[src/rtl/bsc_udiv_pipe.sv]
// Pipelined unsigned restoring divider, one quotient bit per stage.
module bsc_udiv_pipe #(
   parameter int unsigned W = 32,
   parameter int unsigned SW = 8
) (
   input  logic          clock,
   input  logic          reset,
   input  logic          in_valid,
   input  logic [W-1:0]  in_num,
   input  logic [W-1:0]  in_den,
   input  logic [SW-1:0] in_side,
   output logic          out_valid,
   output logic [W-1:0]  out_quo,
   output logic [SW-1:0] out_side
);

   logic          vld_w  [W+1];
   logic [W-1:0]  num_w  [W+1];
   logic [W-1:0]  rem_w  [W+1];
   logic [W-1:0]  den_w  [W+1];
   logic [SW-1:0] side_w [W+1];

   assign vld_w[0] = in_valid;
   assign num_w[0] = in_num;
   assign rem_w[0] = '0;
   assign den_w[0] = in_den;
   assign side_w[0] = in_side;

   // Each stage brings down one numerator bit and shifts in one quotient bit.
   for (genvar s = 0; s < W; s++) begin : g_stage
      logic          vld_ff;
      logic [W-1:0]  num_ff, rem_ff, den_ff;
      logic [SW-1:0] side_ff;
      logic [W:0]    trial;
      logic [W:0]    diff;
      logic          qbit;

      always_comb begin
         trial = {rem_w[s], num_w[s][W-1]};
         diff = trial - {1'b0, den_w[s]};
         qbit = ~diff[W];
      end

      always_ff @(posedge clock) begin
         if (reset) begin
            vld_ff <= 1'b0;
         end else begin
            vld_ff <= vld_w[s];
         end
      end

      always_ff @(posedge clock) begin
         num_ff <= {num_w[s][W-2:0], qbit};
         rem_ff <= qbit ? diff[W-1:0] : trial[W-1:0];
         den_ff <= den_w[s];
         side_ff <= side_w[s];
      end

      assign vld_w[s+1] = vld_ff;
      assign num_w[s+1] = num_ff;
      assign rem_w[s+1] = rem_ff;
      assign den_w[s+1] = den_ff;
      assign side_w[s+1] = side_ff;
   end

   assign out_valid = vld_w[W];
   assign out_quo = num_w[W];
   assign out_side = side_w[W];

endmodule

[config.mk]
export PLATFORM = sky130hd
export DESIGN_NAME = bsc_udiv_pipe
export DESIGN_NICKNAME = d
export VERILOG_FILES = /design/src/rtl/bsc_udiv_pipe.sv
export SDC_FILE = /design/constraint.sdc
export NUM_CORES = 2
export LEC_CHECK = 0
export CORE_UTILIZATION = 30
export DETAILED_ROUTE_END_ITERATION = 6
export DONT_BUFFER_PORTS = 1
export PLACE_DENSITY = 0.5
export SYNTH_ARGS = -nofsm -noshare
export SYNTH_HDL_FRONTEND = slang
export SYNTH_SLANG_ARGS = --single-unit
[constraint.sdc]
create_clock -name clock -period 4 [get_ports clock]
set_input_delay 0.4 -clock clock [delete_from_list [all_inputs] [get_ports clock]]
set_output_delay 0.4 -clock clock [all_outputs]
set_load 0.005 [all_outputs]
==> flow_metrics.env <==
export IMPL_syn_instance_count=12048
export IMPL_setup_slack_ns=0.0482
export IMPL_failed_checks="DRC"
export IMPL_clk_latency_ns=0.98
export IMPL_setup_viol_count_final=0
export IMPL_nets=14037
export IMPL_dp_slack_ns=-0.490
export IMPL_hold_path_class="in -> reg"
export IMPL_start_kind="flip-flop"
export IMPL_layout_drive_gt1_share_pct=16.5
export IMPL_gp_congestion=0.891
export IMPL_endpoint_kind="flip-flop"
export IMPL_syn_area_um2=128000
export IMPL_hold_slack_ns=0.0603
export IMPL_critPathKind="reg -> reg"
export IMPL_synth_area_per_cell_um2=10.6
export IMPL_drc=10
export IMPL_synthXorXnorAreaFrac_pct=5.73
export IMPL_crit_path_cell_trace="inv_2, ha_4, fa_2, nor2b_2, o31a_1, or4_4, a31o_4, a21o_4, a2111oi_4, a211oi_2, a221o_1, a21oi_4, xnor2_4, clkbuf_16, mux2_4"
export IMPL_nFillCells=42096
export IMPL_period_share_pct=98.8
export IMPL_grt_usage_pct=11.8
export IMPL_ys_seq_area_share_pct=51.6
export IMPL_post_drt_via_cell_ratio=4.46
export IMPL_critical_path_arrival_ns=4.73
export IMPL_grt_pass1_wl_um=421000
export IMPL_final_util_pct=36.6
export IMPL_root_buffer="clkbuf_16"
export IMPL_rsz0062_at_grt="true"
export IMPL_peakVddDrop_mv=0.498
export IMPL_power_uw=152000
export IMPL_grt_overflow_total=0
export IMPL_maxSlewViolCount=0
export IMPL_ys_ff_latch=3296
export IMPL_dr_pass1_iters=7
export IMPL_numCtsBuffers=371
export IMPL_hold_viol_final=0
export IMPL_dp_hpwl_um=198000
export IMPL_synthSimpleGateAreaFrac_pct=7.30
export IMPL_grt_max_degree=44
export IMPL_cp_max_fo=7
export IMPL_die_area_um2=429000
export IMPL_clockBufferDepth=4
export IMPL_placedCellCount=18016
export IMPL_tightest_slew_ns=1.10
export IMPL_crit_family="compound AO/OA/AOI/OAI gates"
export IMPL_layout_cells_non_filler=18924
export IMPL_vias=84395
export IMPL_cts_tree="done"
export IMPL_die_x_um=655
export IMPL_power_density_nw_per_um2=979
export IMPL_ys_flop_type="dfxtp_1"
export IMPL_antenna_found_initial=3
export IMPL_cp_slowest_cell="or4_4"
export IMPL_wl_per_cell_um=14.3
export IMPL_max_freq_mhz=253
export IMPL_max_cap_violations=0
export IMPL_grt_pass1_vias=86607
export IMPL_start_util_pct=30.2
export IMPL_core_um2=424000
export IMPL_synth_distinct_cells=96
export IMPL_portBuffers=0
export IMPL_min_period_ns=3.95
export IMPL_synth_adder_area_share_pct=10.2
export IMPL_async_flop_share_pct=0
export IMPL_num_rows=239
export IMPL_maxSlewHeadroom_pct=26.7
export IMPL_synth_edf_count=0
export IMPL_fp_dieH_um=655
export IMPL_status="finished, violations left"
export IMPL_initialDrtViolationCount=2714
export IMPL_area_growth_synth_to_final_pct=21.2
export IMPL_muxShareOfSynthArea_pct=7.36
export IMPL_synth_compound_area_share_pct=13.6
export IMPL_cp_buffers_inverters=2
export IMPL_critical_path_required_ns=4.78
export IMPL_ys_warn_count=0
export IMPL_postRouteAntennaNets=0
export IMPL_cts_sinks=3296
export IMPL_clkSlewWorstSetupHoldPaths_ns=0.06
export IMPL_io_pins=116
export IMPL_synth_top_family_by_area="compound AO/OA/AOI/OAI gates"
export IMPL_max_stage_delay_ns=0.45
export IMPL_drt_total_wl_um=271000
export IMPL_p_leak_uw=0.0701
export IMPL_skew_ns=0.0971
export IMPL_htreeDepth=5
area by class of cell:
cell class	instances	area [µm²]	share of cell area (%)
Inverter	1208	4530	2.92
Clock inverter	142	1850	1.19
Timing Repair Buffer	730	6920	4.46
Tap cell	5663	7090	4.57
Antenna cell	20	50.0	0.0323
Multi-Input combinational cell	7332	57800	37.3
Clock buffer	533	10800	6.96
Sequential cell	3296	66000	42.6
path summary, 6_finish.rpt:
kind                           from  cells after the start                      to  slack (ns)
max reg2reg  g_stage[21].num_ff[31]                     15  g_stage[22].rem_ff[29]        0.05
min reg2reg   g_stage[14].num_ff[5]                      0   g_stage[15].num_ff[6]        0.26
max          g_stage[21].num_ff[31]                     15  g_stage[22].rem_ff[29]        0.05
min                      in_den[28]                      4    g_stage[0].rem_ff[5]        0.06
logic make-up (layout without fill, tap and decap cells):
logic type,after synthesis,count (layout)
flip-flops,3296,3296
XOR/XNOR,835,835
adder cells (fa/ha/maj),1023,1023
buffers and inverters,1434,2613
AND/OR/NAND/NOR,1911,1911
multiplexers,835,835
other,1,35
AO/OA/AOI/OAI,2713,2713
worst reg2reg max path, stage by stage (launching register included):
cell       delay, ns
dfxtp_1         0.30
inv_2           0.07
ha_4            0.14
fa_2            0.20
nor2b_2         0.05
o31a_1          0.28
or4_4           0.45
a31o_4          0.26
a21o_4          0.24
a2111oi_4       0.34
a211oi_2        0.10
a221o_1         0.37
a21oi_4         0.19
xnor2_4         0.28
clkbuf_16       0.27
mux2_4          0.29
state kept, by name, summed over array words and instances (netlist names):
signal	count
g_stage.den_ff	992
g_stage.side_ff	248
g_stage.vld_ff	31
out_quo	32
out_side	8
g_stage.rem_ff	992
out_valid	1
g_stage.num_ff	992
cell usage in the layout, fill, tap and decap left out, types with 68 or more instances in the layout:
cell,synthesis,routed
a21o_1,446,445
a21oi_1,818,803
a31oi_1,103,93
and3_1,68,68
buf_4,0,501
clkbuf_1,170,76
clkbuf_16,0,400
clkbuf_8,0,83
dfxtp_1,3296,3283
dlygate4sd3_1,0,143
ha_1,993,982
inv_1,1207,1202
mux2_2,734,730
nand2_1,556,556
nand2b_1,95,95
nand3_1,152,152
nand4_1,112,112
nor2_1,436,436
nor2b_1,186,173
nor3_1,101,99
o21a_1,164,164
o21ai_0,556,543
o21bai_1,110,109
xnor2_1,537,517
xor2_1,296,293
where the power goes:
group	total (µW)	leakage, µW	switching, µW	internal (µW)
combinational	71000	0.0361	34500	36500
clock	34400	0.00620	13700	20700
sequential	46500	0.0278	4270	42200
total	152000	0.0701	52400	99400
what timing repair did:
item,4_1_cts,5_1_grt
pin swaps,7,78
gates resized for setup,55,171
cloned,1,31
hold endpoints to repair,121,0
setup endpoints to repair,376,759
hold buffers,143,0
buffers inserted,6,35
per-stage QoR:
step           instance area (µm²)   TNS [ns]
6_report                    155000          0
5_1_grt                     155000      -1.68
4_1_cts                     153000  -0.000105
3_5_place_dp                139000     -45.01
3_3_place_gp                139000     -42.37
2_1_floorplan               128000          0
routing by layer:
metal / wire length (µm) / track usage (%) / up-vias / share of wire [%]
met5: 0 / 0 / - / 0
li1: - / - / 43393 / -
met2: 148000 / 23.6 / 1136 / 55
met3: 8430 / 1.94 / 754 / 3.1
met1: 98100 / 11.3 / 39112 / 36
met4: 15700 / 6.54 / 0 / 5.8
Yosys cell counts (186+ instances only):
cell type | n | share of area (%)
xor2_1 | 296 | 2.0
nor2b_1 | 186 | 0.91
nor2_1 | 436 | 1.3
o21ai_0 | 556 | 2.2
inv_1 | 1207 | 3.5
xnor2_1 | 537 | 3.7
a21oi_1 | 818 | 3.2
a21o_1 | 446 | 2.6
ha_1 | 993 | 9.7
dfxtp_1 | 3296 | 52
nand2_1 | 556 | 1.6
mux2_2 | 734 | 6.5
No activity file was read; power rests on OpenSTA's default activity.
