===== config.mk =====
export PLATFORM = sky130hd
export DESIGN_NAME = bsc_cal_regs
export DESIGN_NICKNAME = d
export VERILOG_FILES = /design/src/rtl/bsc_pkg.sv /design/src/rtl/bsc_cal_regs.sv
export SDC_FILE = /design/constraint.sdc
export NUM_CORES = 1
export LEC_CHECK = 0
export BUFFER_PORTS_ARGS = -buffer_cell sky130_fd_sc_hd__buf_2
export CAP_MARGIN = 20
export CORE_AREA = 2 2 141 143
export DETAILED_ROUTE_END_ITERATION = 12
export DIE_AREA = 0 0 143 145
export PLACE_DENSITY_LB_ADDON = 0.3
export SLEW_MARGIN = 0
export SYNTH_ARGS = -nofsm -noshare
export SYNTH_HDL_FRONTEND = slang
export SYNTH_SLANG_ARGS = --single-unit
export TNS_END_PERCENT = 10

===== constraint.sdc =====
create_clock -name clock -period 1.4 [get_ports clock]
set_clock_uncertainty 0.05 [all_clocks]
set_input_delay 0.07 -clock clock [delete_from_list [all_inputs] [get_ports clock]]
set_output_delay 0.07 -clock clock [all_outputs]
set_load 0.05 [all_outputs]

===== src/rtl/bsc_pkg.sv =====
// Shared types and constants for the barometric sensor compensation block.
package bsc_pkg;

   // Datapath word width and register index width.
   localparam int unsigned WORD_W = 32;
   localparam int unsigned CSR_IDX_W = 3;

   // Configuration register indexes.
   localparam logic [CSR_IDX_W-1:0] REG_AC1 = 3'd0;
   localparam logic [CSR_IDX_W-1:0] REG_AC2 = 3'd1;
   localparam logic [CSR_IDX_W-1:0] REG_AC3 = 3'd2;
   localparam logic [CSR_IDX_W-1:0] REG_AC4 = 3'd3;
   localparam logic [CSR_IDX_W-1:0] REG_AC5 = 3'd4;
   localparam logic [CSR_IDX_W-1:0] REG_AC6 = 3'd5;
   localparam logic [CSR_IDX_W-1:0] REG_B1_B2 = 3'd6;
   localparam logic [CSR_IDX_W-1:0] REG_MC_MD = 3'd7;

   // Compensation constants.
   localparam logic [31:0] B6_OFFSET = 32'd4000;
   localparam logic [31:0] X3_BIAS = 32'd32768;
   localparam logic [31:0] P_SCALE = 32'd50000;
   localparam logic [31:0] P_SQ_GAIN = 32'd3038;
   localparam logic [31:0] P_LIN_GAIN = 32'd7357;
   localparam logic [31:0] P_BIAS = 32'd3791;

   // Saturation limits.
   localparam logic signed [31:0] T_MIN = -32'sd32768;
   localparam logic signed [31:0] T_MAX = 32'sd32767;
   localparam logic signed [31:0] P_MIN = -32'sd8388608;
   localparam logic signed [31:0] P_MAX = 32'sd8388607;

   // Calibration words, extended to the datapath width.
   typedef struct packed {
      logic [31:0] ac1;
      logic [31:0] ac2;
      logic [31:0] ac3;
      logic [31:0] ac4;
      logic [31:0] ac5;
      logic [31:0] ac6;
      logic [31:0] b1;
      logic [31:0] b2;
      logic [31:0] mc;
      logic [31:0] md;
   } cal_type;

   // Side data that travels with the temperature division.
   typedef struct packed {
      logic [31:0] x1;
      logic        err;
      logic        neg;
      logic [18:0] up;
      logic [1:0]  oss;
   } tside_type;

   // Side data that travels with the pressure division.
   typedef struct packed {
      logic [31:0] t;
      logic        err;
      logic        big;
   } pside_type;

endpackage


===== src/rtl/bsc_cal_regs.sv =====
// Calibration register file with sign and zero extension of each word.
module bsc_cal_regs (
   input  logic                                clock,
   input  logic                                reset,
   input  logic                                csr_write_enable,
   input  logic [bsc_pkg::CSR_IDX_W-1:0]       csr_index,
   input  logic [31:0]                         csr_write_data,
   output bsc_pkg::cal_type                    cal
);

   logic [15:0] ac1_ff, ac2_ff, ac3_ff, ac4_ff, ac5_ff, ac6_ff;
   logic [31:0] b1_b2_ff, mc_md_ff;

   // Register writes; reset loads the factory calibration.
   always_ff @(posedge clock) begin
      if (reset) begin
         ac1_ff <= 16'd408;
         ac2_ff <= 16'hFFB8;
         ac3_ff <= 16'hC7D1;
         ac4_ff <= 16'd32741;
         ac5_ff <= 16'd32757;
         ac6_ff <= 16'd23153;
         b1_b2_ff <= 32'd405667844;
         mc_md_ff <= 32'd3724086068;
      end else if (csr_write_enable) begin
         unique case (csr_index)
            bsc_pkg::REG_AC1: ac1_ff <= csr_write_data[15:0];
            bsc_pkg::REG_AC2: ac2_ff <= csr_write_data[15:0];
            bsc_pkg::REG_AC3: ac3_ff <= csr_write_data[15:0];
            bsc_pkg::REG_AC4: ac4_ff <= csr_write_data[15:0];
            bsc_pkg::REG_AC5: ac5_ff <= csr_write_data[15:0];
            bsc_pkg::REG_AC6: ac6_ff <= csr_write_data[15:0];
            bsc_pkg::REG_B1_B2: b1_b2_ff <= csr_write_data;
            bsc_pkg::REG_MC_MD: mc_md_ff <= csr_write_data;
            default: ;
         endcase
      end
   end

   // Extend each word to the datapath width.
   always_comb begin
      cal.ac1 = {{16{ac1_ff[15]}}, ac1_ff};
      cal.ac2 = {{16{ac2_ff[15]}}, ac2_ff};
      cal.ac3 = {{16{ac3_ff[15]}}, ac3_ff};
      cal.ac4 = {16'd0, ac4_ff};
      cal.ac5 = {16'd0, ac5_ff};
      cal.ac6 = {16'd0, ac6_ff};
      cal.b1 = {{16{b1_b2_ff[31]}}, b1_b2_ff[31:16]};
      cal.b2 = {{16{b1_b2_ff[15]}}, b1_b2_ff[15:0]};
      cal.mc = {{16{mc_md_ff[31]}}, mc_md_ff[31:16]};
      cal.md = {{16{mc_md_ff[15]}}, mc_md_ff[15:0]};
   end

endmodule


==> run summary <==
Tot Pwr - 11.5 mW
WP depth - 2
Synth area leader - dfxtp_1
Pwr Density - 1210 nW/µm²
Boundary Pins - 358
Fin crit share - 0.966
CP Cell Sequence - buf_4 -> buf_2
Clock Path Buffers - 2
Hold path startpoint - csr_write_data[10]
Post-synth top cells - buf_4 (164), dfxtp_1 (160), mux2i_1 (160), nor2_1 (112), nand2b_1 (105)
Sequential Power Share - 0.409
Setup Slack @ Placement - 103 ps
Clock Latency Late Sink - 420 ps
Max cap viols - 0
CP Data Required Time - 1280 ps
DRT Wirelength - 19.2 mm
Max-slew violations - 0
Cell at the slowest stage of the critical path - dfxtp_1
Dpl cell area - 8510 µm²
Antenna diodes - 0
Inserted Clock Buffers - 17
Vias per cell - 4.33
Pin count of the biggest net entering global routing - 43
Crit Path Max Fanout - 17
Worst r2r dst - ac1_ff[15]$_SDFFE_PP0P_
Main synth FF type - dfxtp_1
Reg-to-reg startpoint - ac1_ff[15]$_SDFFE_PP0P_
Core footprint - 19200 µm²
Final std cells w/o fill - 1273
Hpwl dp - 14.2 mm
Routed len/inst - 15.1 µm
Post-Synthesis Cell Area - 7440 µm²
Warnings from Yosys - 0
Worst Path Arrival - 1230 ps
Starting density of the core - 0.387
# setup viols final - 0
CTS Sinks - 160
PortBufs - 309
Status - completed
Die Span Y - 145 µm
Post-synth EDFFs - 0
Nets - 1033
Cell Int Power - 8.19 mW
R2r worst-path depth - 3
Row count - 51
Die area - 20700 µm²
Leakage - 4.83 nW
Maximum operating frequency - 739 MHz
Setup Fix Bufs, Post-CTS - 0
End of the critical path - cal[15]
Sequential fraction of the synthesis area - 0.430
Die extent in x - 143 µm
Post-synth ARST share - 0
CTS tree - yes
Largest cells by area after synthesis - dfxtp_1 (43%), mux2i_1 (22%), buf_4 (17%)
Net Sw Frac - 0.290
1st-pass router iterations - 4
Crit. End Element - output port
Clock network power share - 0.437
Post-route ant nets - 0
Peak VDD IR - 818 µV
First-pass GRT wire length - 29.0 mm
H-tree lvl count - 4
Grt total ovfl - 0
Placed Instances - 1210
Crit start category - flip-flop
Post-synth top area share - 0.430
Worst-path clk slew - 70 ps
Layout cells sized above 1 - 0.382
CP Class - reg2out
Most common cell in the synthesized netlist - buf_4
Root Buffer - clkbuf_16
P&R area growth vs syn - 28.1%
RSZ-0062 raised after global routing - true
Final worst path period need - 1350 ps
DR vias - 5513
Vias in the first global route - 5158
Reg2Reg Setup Slack - 600 ps
1st-iter DRT viols - 181
Combinational share of power - 0.154
Final Hold Slack - 28.0 ps
Slowest stage delay, CP - 330 ps
Final worst slack - 47.1 ps
Design area - 9540 µm²
Hold crit path type - in2reg
Syn Inst Count - 757
Post-route DRC - 0
Initial antenna violation count - 0
Crit path buf inv count - 2
Synth Register Bits - 160
Overall routing resource usage - 0.181
Critical path's top delay family - buffers and inverters
Final Hold Viols - 0
RD Place Congestion - 0.770
Synth Area per Inst - 9.83 µm²
Distinct cells, synth - 18
Psw - 3.34 mW
CP Launch Point - mc_md_ff[15]$_SDFFE_PP0P_
logic make-up (layout without fill, tap and decap cells):
| family | count (synthesis) | after routing | share of synthesized area |
|---|---|---|---|
| flip-flops | 160 | 160 | 0.430 |
| AND/OR/NAND/NOR | 230 | 230 | 0.162 |
| multiplexers | 160 | 160 | 0.215 |
| other | 1 | 48 | 0.000504 |
| buffers and inverters | 206 | 410 | 0.192 |
cell usage in the layout, fill, tap and decap left out:
master / count
clkinvlp_4: 2
clkbuf_8: 1
mux2i_1: 160
inv_8: 1
buf_12: 11
nand4b_1: 3
and4bb_2: 1
nor2_1: 112
nand4bb_1: 2
buf_2: 281
buf_4: 28
clkinv_4: 4
nand2b_1: 105
clkbuf_4: 26
dlygate4sd3_1: 31
or4b_1: 1
and4b_1: 3
clkbuf_16: 17
buf_6: 1
dfxtp_1: 156
dfxtp_2: 4
nor4bb_4: 1
bufinv_16: 4
clkinv_2: 1
inv_6: 2
and4_1: 1
conb_1: 48
nand4_1: 1
stage by stage:
step	util	setup TNS, ps
final	0.497	0
after detailed placement	0.443	0
after CTS	0.493	0
after global placement	0.443	0
after global routing	0.497	-535
after floorplan	-	0
flip-flops by register name (all words and copies together) (netlist names):
register	cells
ac4_ff	16
ac6_ff	16
ac5_ff	16
ac3_ff	16
ac1_ff	16
ac2_ff	16
mc_md_ff	32
b1_b2_ff	32
worst min-delay path: cells and delay by family:
kind          cells  cell delay [ps]
simple gates      1               40
buf+inv           2              240
mux               1              110
power by group through the flow:
stage,clock network [mW],logic (mW),registers (mW)
after CTS,5.15,1.78,4.71
after global routing,5.33,1.87,4.72
final,5.03,1.78,4.71
after floorplan,0,1.12,5.17
after detailed placement,0,1.71,4.81
after global placement,0,1.70,4.81
how the worst min path moves through the flow:
| stage | cells past startpoint | slack [ps] | endpoint |
|---|---|---|---|
| floorplan | 2 | 180 | b1_b2_ff[16]$_SDFFE_PP0P_ |
| global placement | 3 | 290 | mc_md_ff[28]$_SDFFE_PP1P_ |
| detailed placement | 3 | 300 | b1_b2_ff[16]$_SDFFE_PP0P_ |
| CTS | 4 | 20 | ac5_ff[10]$_SDFFE_PP1P_ |
| global route | 4 | 30 | ac5_ff[10]$_SDFFE_PP1P_ |
| finish | 4 | 30 | ac5_ff[10]$_SDFFE_PP1P_ |
area by class of cell:
type	count	area [µm²]
tap	265	332
timing repair buffer	378	2350
multi-input combinational	438	3000
clock buffer	18	439
fill	1787	9670
clock inverter	14	204
sequential	160	3210
per-layer routing:
layer	GRT usage	up-vias	routed length (µm)
li1	-	2725	-
met5	0	-	0
met3	0.0647	27	1490
met2	0.311	204	9430
met1	0.205	2557	7950
met4	0.0624	0	357
what timing repair did:
| item | 4_1_cts | 5_1_grt |
|---|---|---|
| gates resized for setup | 4 | 28 |
| hold buffers | 31 | 0 |
| endpoints found under the setup margin | 68 | 52 |
| endpoints found under the hold margin | 79 | 0 |
Note: power is estimated with default switching activity, not from simulation.
